## src/sv/sphere_overlap_push_apart_top_defines.svh

```systemverilog
// Assertion macros for the sphere push-apart block.
`ifndef SPHERE_OVERLAP_PUSH_APART_TOP_DEFINES_SVH
`define SPHERE_OVERLAP_PUSH_APART_TOP_DEFINES_SVH
`ifndef SYNTHESIS
`define SOPA_ASSERT(lbl, prop) \
    lbl: assert property (@(posedge clk) disable iff (!rst_n) prop) \
        else $error("sopa assertion failed");
`define SOPA_ASSERT_AR(lbl, prop) \
    lbl: assert property (@(posedge clk) prop) \
        else $error("sopa reset assertion failed");
`else
`define SOPA_ASSERT(lbl, prop)
`define SOPA_ASSERT_AR(lbl, prop)
`endif
`endif

```

## src/sv/sopa_pkg.sv

```systemverilog
// Shared constants for the sphere push-apart block.
`timescale 1ns / 1ps
package sopa_pkg;
    localparam int COORD_WIDTH_DEF = 32;
endpackage

```

## src/sv/sopa_isqrt.sv

```systemverilog
// Pipelined integer square root, one root bit per stage.
`timescale 1ns / 1ps
module sopa_isqrt
    import sopa_pkg::*;
#(
    parameter int W = COORD_WIDTH_DEF
)
(
    input  logic             clk,
    input  logic             en,
    input  logic [2*W-1:0]   radicand,
    output logic [W-1:0]     root
);
    localparam int RW = W + 2;

    logic [RW-1:0]  rem_reg  [W];
    logic [W-1:0]   root_reg [W];
    logic [2*W-1:0] x_reg    [W];

    genvar j;
    generate
        for (j = 0; j < W; j++)
        begin : g_stage
            logic [RW-1:0]  rem_in;
            logic [W-1:0]   root_in;
            logic [2*W-1:0] x_in;
            logic [RW+1:0]  t;
            logic [RW+1:0]  trial;
            logic [RW-1:0]  rem_next;
            logic [W-1:0]   root_next;

            if (j == 0)
            begin : g_first
                assign rem_in  = '0;
                assign root_in = '0;
                assign x_in    = radicand;
            end
            else
            begin : g_rest
                assign rem_in  = rem_reg[j-1];
                assign root_in = root_reg[j-1];
                assign x_in    = x_reg[j-1];
            end

            always_comb
            begin
                t     = {rem_in, x_in[2*W-1 -: 2]};
                trial = {{(RW+2-W-2){1'b0}}, root_in, 2'b01};
                if (t >= trial)
                begin
                    rem_next  = RW'(t - trial);
                    root_next = {root_in[W-2:0], 1'b1};
                end
                else
                begin
                    rem_next  = RW'(t);
                    root_next = {root_in[W-2:0], 1'b0};
                end
            end

            always_ff @(posedge clk)
            begin
                if (en)
                begin
                    rem_reg[j]  <= rem_next;
                    root_reg[j] <= root_next;
                    x_reg[j]    <= {x_in[2*W-3:0], 2'b00};
                end
            end
        end
    endgenerate

    assign root = root_reg[W-1];
endmodule

```

## config.mk

```make
export PLATFORM = sky130hd
export DESIGN_NAME = sopa_isqrt
export DESIGN_NICKNAME = d
export VERILOG_FILES = /design/src/sv/sphere_overlap_push_apart_top_defines.svh /design/src/sv/sopa_pkg.sv /design/src/sv/sopa_isqrt.sv
export SDC_FILE = /design/constraint.sdc
export NUM_CORES = 2
export LEC_CHECK = 0
export ABC_CLOCK_PERIOD_IN_PS = 10400
export BUFFER_PORTS_ARGS = -buffer_cell sky130_fd_sc_hd__buf_4
export CORE_ASPECT_RATIO = 1.1
export CORE_MARGIN = 2
export CORE_UTILIZATION = 60
export CTS_BUF_LIST = sky130_fd_sc_hd__clkbuf_4 sky130_fd_sc_hd__clkbuf_8
export DETAILED_ROUTE_END_ITERATION = 12
export GPL_ROUTABILITY_DRIVEN = 0
export PLACE_DENSITY = 0.87
export SKIP_CTS_REPAIR_TIMING = 1
export SLEW_MARGIN = 0
export SYNTH_ARGS = -nofsm -noshare
export SYNTH_HDL_FRONTEND = slang
export SYNTH_MEMORY_MAX_BITS = 65536
export SYNTH_SLANG_ARGS = --single-unit
```

## constraint.sdc

```tcl
create_clock -name clk -period 10.4 [get_ports clk]
set_input_delay 2.08 -clock clk [delete_from_list [all_inputs] [get_ports clk]]
set_output_delay 2.08 -clock clk [all_outputs]
set_load 0.02 [all_outputs]
```

* Yosys cells after proc, flatten, opt, wreduce, memory -nomap -nowiden *
Memories as Yosys holds them, arrays and structs flattened.
Index checks and enable logic that the tools add are counted.

operators by class
  add/subtract/negate cells = 32
  order comparisons = 32
  mux-type cells = 66

operator list
  cell                                                               count
  greater-or-equal comparator 36 x 34 -> 1 bit                       31
  two-way mux 34 bit                                                 32
  subtractor 34 bit                                                  31
  two-way mux 1 bit                                                  34
  subtractor 2 x 1 -> 3 bit, second input constant                   1
  greater-or-equal comparator 2 x 1 -> 1 bit, second input constant  1

word-level totals
  register bits after elaboration = 0
  RAM bits = 4096
  memories kept = 3
  word-level logic and storage cells = 133

memories
  memory    depth  width  rd ports  clocked after memory_dff  write ports  line              RTL
  x_reg     32     62     31        0                         32           sopa_isqrt.sv:18  logic [2*W-1:0] x_reg [W];
  rem_reg   32     34     31        0                         32           sopa_isqrt.sv:16  logic [RW-1:0] rem_reg [W];
  root_reg  32     32     32        0                         32           sopa_isqrt.sv:17  logic [W-1:0] root_reg [W];

* Longest topological paths before layout *
An unclocked memory read counts as a cell.

  depth after elaboration = 3
  mapped depth = 15
  gate-level depth less buffers = 13

* Worst setup path before layout *
No wires, ideal clock.

  path kind = register to register
  start point = memory rem_reg[0][170] in the netlist's numbering
  end point = memory rem_reg[0][234] in the netlist's numbering (data pin)
  path slack = 7.152 ns
  required time = 10.129 ns
  stages on the path, launching flop included = 12
  data arrival time = 2.976 ns
  cell sequence = edfxtp_1 > ha_1 > nor2b_1 > o21ai_0 > a21oi_1 > a211oi_1 > or4b_2 > or2_2 > clkbuf_1 > nor2_1 > nor4bb_1 > xor2_1

RTL lines
  what             line
  start, declared  sopa_isqrt.sv:16

==> run summary <==
setup TNS -> 0 ns
Hold Path Class -> reg2reg
initial DRC count -> 7381
largest net degree at the start of global routing -> 202
Setup crit end kind -> flop
largest area contributor in the netlist -> edfxtp_1
Cells after Synth -> 9098
CP startpoint kind -> flop
Pre-Repair DR Iteration Count -> 13
Max Fclk -> 0.2264 GHz
Crit path required time -> 11.20 ns
clk_skew -> 0.09880 ns
commonest cells in the netlist -> edfxtp_1 (2523), inv_1 (694), nand2_1 (624), a21oi_1 (590), nor2_1 (564)
cells taking the most area after synthesis -> edfxtp_1 (64%), ha_1 (6.0%), xnor2_1 (3.2%), xor2_1 (3.1%), a21oi_1 (2.5%)
share of the synthesized area in the top cell type -> 64.40%
Worst-path clk slew -> 0.06 ns
yosys synthesis warning count -> 0
deepest clock path buffer count -> 4
setup repair after global routing missed its margin -> false
Final Setup Violations -> 0
Worst EP arrival -> 5.21 ns
Post-DP HPWL -> 162000 µm
# port buffers -> 97
Fill cells -> 12860
min Tclk post-route -> 4.416 ns
share of flip-flops with an asynchronous set or reset -> 0%
Hold Violations, Final -> 0
number of synthesized flops with an enable pin -> 2523
layout cells sized above 1 -> 9.181%
CTS Buf Count -> 403
grt total ovfl -> 0
core area -> 195100 µm²
most frequent cell after synthesis -> edfxtp_1
ANT nets after route -> 0
Final period util -> 42.46%
Rows -> 170
Die X-Extent -> 426.2 µm
CP Launch Point -> rem_reg[0][248]$_DFFE_PP_
kind of critical path -> reg2reg
routed wire length -> 234400 µm
status -> finished clean
syn avg cell area -> 12.93 µm²
slowest CP cell -> nor2b_1
flip-flop count of the largest register after layout -> 1003
Total GRT Usage -> 23.08%
Final Slew Violations -> 0
vias per std cell -> 6.016
CTS root buffer -> clkbuf_8
crit path max fanout -> 16
Reg2Reg Launch Point -> rem_reg[0][248]$_DFFE_PP_
wire length per cell -> 19.01 µm
drt drc -> 0
Clk Latency, worst-skew pair -> 1.09 ns
CTS sink count -> 2523
fin worst setup slack -> 5.984 ns
max_slew headroom -> 17.85%
P&R area growth vs syn -> 9.500%
TritonCTS clock tree -> yes
Synth Register Bits -> 2523
top_reg_cell synth -> edfxtp_1
initial core utilization -> 60.32%
worst hold slack -> 0.3324 ns
Max Cap Violations -> 0
hold_sp -> x_reg[0][101]$_DFFE_PP_
vias in the first global route -> 73360
DP Worst Slack -> 5.546 ns
hold path cells -> 0
worst vdd ir -> 0.0001837 V
Worst Tran Pin Value -> 1.217 ns
PwrDens -> 214.3 nW/µm²
Final #Nets -> 10090
first-pass GRT wire length -> 371100 µm
worst-path cell chain -> or4_4 -> or3_4 -> or4_1 -> nor4_2 -> nor2b_1 -> inv_2 -> nand3_2 -> nor3_1 -> xor2_1
Post-Syn Area -> 117600 µm²
die span in y -> 468.4 µm
Die ar. -> 199600 µm²
I/O pin count -> 98
leakage -> 0.04941 µW
r2r setup slk -> 5.98 ns
via count -> 74180
Worst path depth -> 9
CP max stage delay -> 0.95 ns
Synth cell types -> 105
worst path bufs/invs -> 1
H-Tree Level Count -> 5
r2r worst-path depth -> 9
critical path's top delay family -> simple AND/OR/NAND/NOR gates
initial antenna violation count -> 1
syn nets -> 9726
Seq/Total Area, Yosys -> 64.40%
## worst paths after layout
path | to
worst min-delay path | x_reg[0][165]$_DFFE_PP_
worst max-delay path | rem_reg[0][285]$_DFFE_PP_
worst max register to register | rem_reg[0][285]$_DFFE_PP_
worst min register to register | x_reg[0][165]$_DFFE_PP_
## cells by family after synthesis
family / after synthesis / synth area share (%)
compound gates: 1831 / 9.588
xor+xnor: 844 / 6.283
fa+ha+maj: 562 / 5.977
buf+inv: 871 / 2.853
flops: 2523 / 64.40
mux: 80 / 0.7530
other cells: 1 / 0.003188
simple gates: 2386 / 10.14
## power by group
part | leakage, µW | switching (µW) | internal (µW)
Combinational | 0.0212 | 3510 | 2420
Sequential | 0.0243 | 852 | 12900
Clock | 0.00395 | 3700 | 4260
## layout make-up
cell class | instances | area [µm²] | area share, %
Antenna cell | 2 | 5.005 | 0.003885
Inverter | 698 | 2620 | 2.034
Tap cell | 2580 | 3228 | 2.506
Sequential cell | 2523 | 75760 | 58.81
Timing Repair Buffer | 131 | 1141 | 0.8858
Clock inverter | 175 | 1032 | 0.8013
Clock buffer | 517 | 6427 | 4.989
Multi-Input combinational cell | 5704 | 38610 | 29.97
## through the flow
stage	util (%)	cells	cell area (µm²)	total power, µW
6_report	66.05	12330	128800	27610
5_1_grt	66.04	12330	128800	28870
4_1_cts	66.04	12330	128800	27640
3_5_place_dp	62.22	11640	121400	19620
3_3_place_gp	62.22	11640	121400	19220
2_1_floorplan	-	9098	117600	17840
## layout by cell type (no fill, tap or decap), types with 49 or more instances in the layout
| cell type | count |
|---|---|
| o21a_1 | 84 |
| o21ai_0 | 487 |
| a21o_1 | 226 |
| buf_4 | 119 |
| a21oi_1 | 588 |
| a31oi_1 | 50 |
| and3_1 | 58 |
| clkinv_1 | 105 |
| edfxtp_1 | 2523 |
| nand3_1 | 149 |
| nor3_1 | 223 |
| nor4_1 | 124 |
| xnor2_1 | 433 |
| ha_1 | 562 |
| mux2_2 | 58 |
| or4_1 | 56 |
| clkbuf_8 | 407 |
| nor2_1 | 564 |
| clkbuf_4 | 110 |
| nand2_1 | 624 |
| clkinv_2 | 49 |
| nand2b_1 | 115 |
| xor2_1 | 411 |
| inv_1 | 694 |
| nor2b_1 | 68 |
| or3_1 | 92 |
| nand4_1 | 98 |
## layer usage
layer / track usage [%] / vias up / share of wire (%)
met5: 0 / - / 0
met4: 13.40 / 0 / 5.9
met2: 40.97 / 3322 / 51
met3: 3.878 / 954 / 5.9
met1: 26.31 / 35440 / 37
li1: - / 34470 / -
Power figures use the tool's default switching activity.
