### config.mk
export PLATFORM = sky130hd
export DESIGN_NAME = sopa_div
export DESIGN_NICKNAME = d
export VERILOG_FILES = /design/src/sv/sphere_overlap_push_apart_top_defines.svh /design/src/sv/sopa_pkg.sv /design/src/sv/sopa_div.sv
export SDC_FILE = /design/constraint.sdc
export NUM_CORES = 2
export LEC_CHECK = 0
export BUFFER_PORTS_ARGS = -buffer_cell sky130_fd_sc_hd__buf_2
export CORE_UTILIZATION = 60
export CTS_BUF_LIST = sky130_fd_sc_hd__clkbuf_4 sky130_fd_sc_hd__clkbuf_8
export DETAILED_ROUTE_END_ITERATION = 12
export GPL_ROUTABILITY_DRIVEN = 0
export MAX_ROUTING_LAYER = met4
export PLACE_DENSITY = 0.79
export REMOVE_ABC_BUFFERS = 1
export SLEW_MARGIN = 20
export SYNTH_ARGS = -nofsm -noshare
export SYNTH_HDL_FRONTEND = slang
export SYNTH_SLANG_ARGS = --single-unit
### constraint.sdc
create_clock -name clk -period 3.7 [get_ports clk]
set_clock_uncertainty 0.1 [all_clocks]
set_input_delay 0.37 -clock clk [delete_from_list [all_inputs] [get_ports clk]]
set_output_delay 0.37 -clock clk [all_outputs]
set_load 0.01 [all_outputs]
### src/sv/sphere_overlap_push_apart_top_defines.svh
// Assertion macros for the sphere push-apart block.
`ifndef SPHERE_OVERLAP_PUSH_APART_TOP_DEFINES_SVH
`define SPHERE_OVERLAP_PUSH_APART_TOP_DEFINES_SVH
`ifndef SYNTHESIS
`define SOPA_ASSERT(lbl, prop) \
    lbl: assert property (@(posedge clk) disable iff (!rst_n) prop) \
        else $error("sopa assertion failed");
`define SOPA_ASSERT_AR(lbl, prop) \
    lbl: assert property (@(posedge clk) prop) \
        else $error("sopa reset assertion failed");
`else
`define SOPA_ASSERT(lbl, prop)
`define SOPA_ASSERT_AR(lbl, prop)
`endif
`endif

### src/sv/sopa_pkg.sv
// Shared constants for the sphere push-apart block.
`timescale 1ns / 1ps
package sopa_pkg;
    localparam int COORD_WIDTH_DEF = 32;
endpackage

### src/sv/sopa_div.sv
// Pipelined restoring divider, one quotient bit per stage.
`timescale 1ns / 1ps
module sopa_div
    import sopa_pkg::*;
#(
    parameter int W = COORD_WIDTH_DEF
)
(
    input  logic           clk,
    input  logic           en,
    input  logic [2*W:0]   num,
    input  logic [W:0]     den,
    output logic [W-2:0]   quo
);
    localparam int QW = W - 1;
    localparam int RW = W + 2;

    logic [RW-1:0] rem_reg [QW];
    logic [QW-1:0] low_reg [QW];
    logic [QW-1:0] q_reg   [QW];
    logic [W:0]    den_reg [QW];

    genvar j;
    generate
        for (j = 0; j < QW; j++)
        begin : g_stage
            logic [RW-1:0] rem_in;
            logic [QW-1:0] low_in;
            logic [QW-1:0] q_in;
            logic [W:0]    den_in;
            logic [RW:0]   t;
            logic [RW-1:0] rem_next;
            logic          qb;

            if (j == 0)
            begin : g_first
                assign rem_in = num[2*W:QW];
                assign low_in = num[QW-1:0];
                assign q_in   = '0;
                assign den_in = den;
            end
            else
            begin : g_rest
                assign rem_in = rem_reg[j-1];
                assign low_in = low_reg[j-1];
                assign q_in   = q_reg[j-1];
                assign den_in = den_reg[j-1];
            end

            always_comb
            begin
                t = {rem_in, low_in[QW-1]};
                if (t >= {{(RW-W){1'b0}}, den_in})
                begin
                    rem_next = RW'(t - {{(RW-W){1'b0}}, den_in});
                    qb       = 1'b1;
                end
                else
                begin
                    rem_next = RW'(t);
                    qb       = 1'b0;
                end
            end

            always_ff @(posedge clk)
            begin
                if (en)
                begin
                    rem_reg[j] <= rem_next;
                    low_reg[j] <= low_in << 1;
                    q_reg[j]   <= {q_in[QW-2:0], qb};
                    den_reg[j] <= den_in;
                end
            end
        end
    endgenerate

    assign quo = q_reg[QW-1];
endmodule

# After elaboration in Yosys (flattened, before gate mapping)
# Memories as Yosys holds them, arrays and structs flattened.
# Cells that the tools add are included.
[word_totals]
reg_bits = 0
ram_bits = 3968
input_bits = 100
output_inout_bits = 31
wordCells = 130
n_memories = 4
[memory_table]
columns = ["memory", "words", "word_bits", "read_ports", "rd_ports_with_merged_regs", "wr", "line", "rtl"]
rows = [
  ["rem_reg", 31, 34, 30, 0, 31, "sopa_div.sv:18", "logic [RW-1:0] rem_reg [QW];"],
  ["den_reg", 31, 33, 30, 0, 31, "sopa_div.sv:21", "logic [W:0] den_reg [QW];"],
  ["q_reg", 31, 31, 31, 0, 31, "sopa_div.sv:20", "logic [QW-1:0] q_reg [QW];"],
  ["low_reg", 31, 30, 30, 0, 31, "sopa_div.sv:19", "logic [QW-1:0] low_reg [QW];"],
]
[op_classes]
addsub = 31
n_lt_le_gt_ge = 31
mux = 64
[ops]
columns = ["operator", "n"]
rows = [
  ["$ge 35x33->1", 31],
  ["$mux 34", 31],
  ["$sub 34x33->34", 31],
  ["$mux 1", 33],
]

# Longest topological paths before layout
# An unclocked memory read counts as a cell.
[depth]
word_depth = 3
ltp_mapped = 17
ltp_nobuf = 14

# Least setup slack after synthesis
# Ideal clock, no wire load.
[synth_path]
kind = "register to register"
startpoint = "mem rem_reg[0][170] (netlist name)"
endpoint = "mem rem_reg[0][205] (netlist name), data pin"
setup_time_ps = 260
t_arrival_ps = 3397
t_required_ps = 3340
path_slack_ps = -57
stages_incl_launch_ff = 12
n_path_buf = 1
synth_period_minus_slack_ps = 3757
cell_sequence = "edfxtp_1 > ha_1 > nor2b_1 > o31a_1 > o31a_1 > a311o_1 > o31a_1 > a211o_1 > a221o_1 > a31o_2 > buf_6 > mux2_4"
[synth_lines]
columns = ["element", "line"]
rows = [
  ["start, declared", "sopa_div.sv:18"],
]

==> qor.csv <==
stage;metric;value;unit
detailed_routing;DRC viols;0;
final_layout;layout cells sized above 1;0.156;
timing;measured slew at the worst slew-check pin;1.45;ns
timing;Rel. slew slack;0.0256;
clocking;clk_lat worst skew;1.07;ns
clocking;Root Driver;clkbuf_8;
setup_path;crit-path max FO;9;
clocking;CTS sink count;2971;
grt;met3 global-route usage;0.0482;
place;Post-Place Setup Slack;-0.480;ns
yosys;Yosys top cell by area;edfxtp_1;
yosys;Yosys top cell area share;0.577;
place;DP Cell Count;17154;
detailed_routing;Starting DRT DRC Count;12338;
setup_path;CP required;4.36;ns
power_and_ir_drop;leak pwr;73.1;nW
die;CORE AREA;256000;sq um
clocking;clk buf depth;4;
timing;max frequency;254;MHz
clocking;CTS tree;done;
timing;final setup vio count;70;
clocking;Worst-path clk slew;0.06;ns
grt;met2 usage;0.458;
detailed_routing;drt first pass iters;9;
yosys;Post-synth EDFFs;2971;
detailed_routing;Final ANT Viol Nets;0;
yosys;most common cell in the netlist;edfxtp_1;
yosys;ys async rst share;0;
timing;final worst slack;-0.242;ns
status;failing checks;capacitance limit, setup timing;
place;count of input and output buffers;130;
die;# IOs;131;
grt;vias in the first global route;109324;
yosys;Mapped Cells;13285;
die;Die ar.;260000;sq um
grt;largest net degree at the start of global routing;157;
yosys;Synth Flop Type;edfxtp_1;
setup_path;Worst EP arrival;4.60;ns
yosys;Commonest cells post-synth;2971 x edfxtp_1, 1280 x inv_1, 1178 x a21oi_1;
yosys;synthesized cell area;155000;sq um
final_layout;Finished Layout Cells;18323;
setup_path;Crit. End Element;flip-flop;
yosys;Distinct cells, synth;90;
die;Die X;510;um
yosys;Synth Register Bits;2971;
yosys;Syn Area/Cell;11.6;sq um
yosys;sequential-to-total area share from yosys stat;0.577;
final_layout;fill count;16934;
power_and_ir_drop;PD cells;873;nW/um^2
grt;first-pass GRT wire length;574000;um
clocking;Num CTS Buffers;467;
yosys;Synth area leaders;edfxtp_1 58%, ha_1 8.3%, a21oi_1 3.8%, inv_1 3.1%, o21ai_0 3.0%;
detailed_routing;mean routed wirelength per cell;20.6;um
detailed_routing;Vias;112753;
timing;RSZ-0062 raised after global routing;true;
timing;fin crit share;1.07;
grt;initial antenna violation count;12;
timing;final critical-path required period;3.94;ns
die;# rows;186;
place;Final HPWL DP;263000;um
grt;gr ovfl total;0;
setup_path;crit path kind;flip-flop to flip-flop;
grt;GRT busiest layer;met2;
final_layout;Largest register FFs;1020;
timing;worst hold slack;0.0303;ns
flow_run;Max Cap Violations;1;
detailed_routing;Via-to-Cell Ratio;6.15;
grt;met1 Resource Use GR;0.355;
detailed_routing;drt total wl;377000;um
final_layout;final core utilization;0.698;
grt;GRT Total Usage;0.284;
timing;Max Slew Vio Count;0;
timing;final hold violation count;0;
power_and_ir_drop;Worst VDD drop;0.000457;V
yosys;Syn. warnings;0;
clocking;H-tree depth;5;
final_layout;fin nets;15713;
min_path;min-delay worst type;primary input to flip-flop;
setup_path;crit start category;flip-flop;
die;Initial Util;0.603;
die;height of the die;510;um
status;status;finished, violations left;
final_layout;Syn-to-layout area delta;15.8;%
placed cells by master, fill, tap and decap left out, types with 96 or more instances in the layout:
cell type	instances
clkinv_1	98
ha_1	997
mux2_2	174
nand3_1	208
edfxtp_1	2971
inv_1	1272
nand4_1	192
buf_2	128
xnor2_1	462
nor3_1	142
o21ai_0	866
nand2_1	1035
a31oi_1	99
nand2b_1	122
xor2_1	417
buf_4	737
and3_1	103
clkbuf_8	471
a21oi_1	1111
nor2_1	704
o21a_1	96
dlygate4sd3_1	183
nor2b_1	107
a21o_1	574
o21bai_1	127
clkbuf_4	150
critical path, stage by stage (launching register included):
cell	delay, ns
edfxtp_1	0.44
ha_4	0.27
nor2b_4	0.13
o31a_1	0.26
o31a_1	0.31
a311o_1	0.35
o31a_1	0.31
a211o_1	0.29
a221o_1	0.39
a31o_4	0.32
buf_12	0.17
mux2_4	0.31
cells by family after synthesis:
kind of cell | after synthesis | synth area share
fa+ha+maj | 1053 | 0.0867
flops | 2971 | 0.577
simple gates | 2931 | 0.0878
compound gates | 3634 | 0.144
buf+inv | 1617 | 0.0397
mux | 200 | 0.0147
xor+xnor | 879 | 0.0498
routing by layer:
metal  part of all wire  up-vias
met3              0.087     1543
met4              0.051        0
li1                   -    51551
met2               0.47     6132
met5                  0        -
met1               0.39    53527
area by class of cell:
class / count / area, sq um / area share
Timing Repair Buffer: 1138 / 9680 / 0.0541
Clock buffer: 621 / 7610 / 0.0425
Clock inverter: 214 / 1710 / 0.00957
Multi-Input combinational cell: 8700 / 61700 / 0.345
Tap cell: 3384 / 4230 / 0.0237
Inverter: 1282 / 4810 / 0.0269
Sequential cell: 2971 / 89200 / 0.498
Antenna cell: 13 / 32.5 / 0.000182
power breakdown:
group	switching, W	internal, W
Combinational	0.0421	0.0321
Sequential	0.00527	0.0490
Clock	0.0128	0.0151
Total	0.0602	0.0962
through the flow:
step / setup TNS [ns] / power, W / cell area, sq um
CTS: -3.77 / 0.152 / 176000
floorplan: -880.20 / 0.0998 / 153000
detailed placement: -27.94 / 0.122 / 164000
global placement: -15.45 / 0.118 / 164000
finish: -9.81 / 0.156 / 179000
global route: -14.65 / 0.165 / 179000
timing repair:
action | 4_1_cts | 5_1_grt
buffers inserted | 29 | 90
setup endpoints to repair | 343 | 705
resized for setup | 155 | 404
gates cloned | 6 | 13
hold buffers | 188 | 1
endpoints found under the hold margin | 395 | 1
pin swaps | 46 | 139
path summary, 6_finish.rpt:
path	start	endpoint	slack, ns	depth (start not counted)
max	rem_reg[0][170]	rem_reg[0][226]	-0.24	11
min	num[6]	low_reg[0][6]	0.03	2
max reg2reg	rem_reg[0][170]	rem_reg[0][226]	-0.24	11
min reg2reg	q_reg[1][422]	q_reg[1][454]	0.27	0
Note: power is estimated with default switching activity, not from simulation.
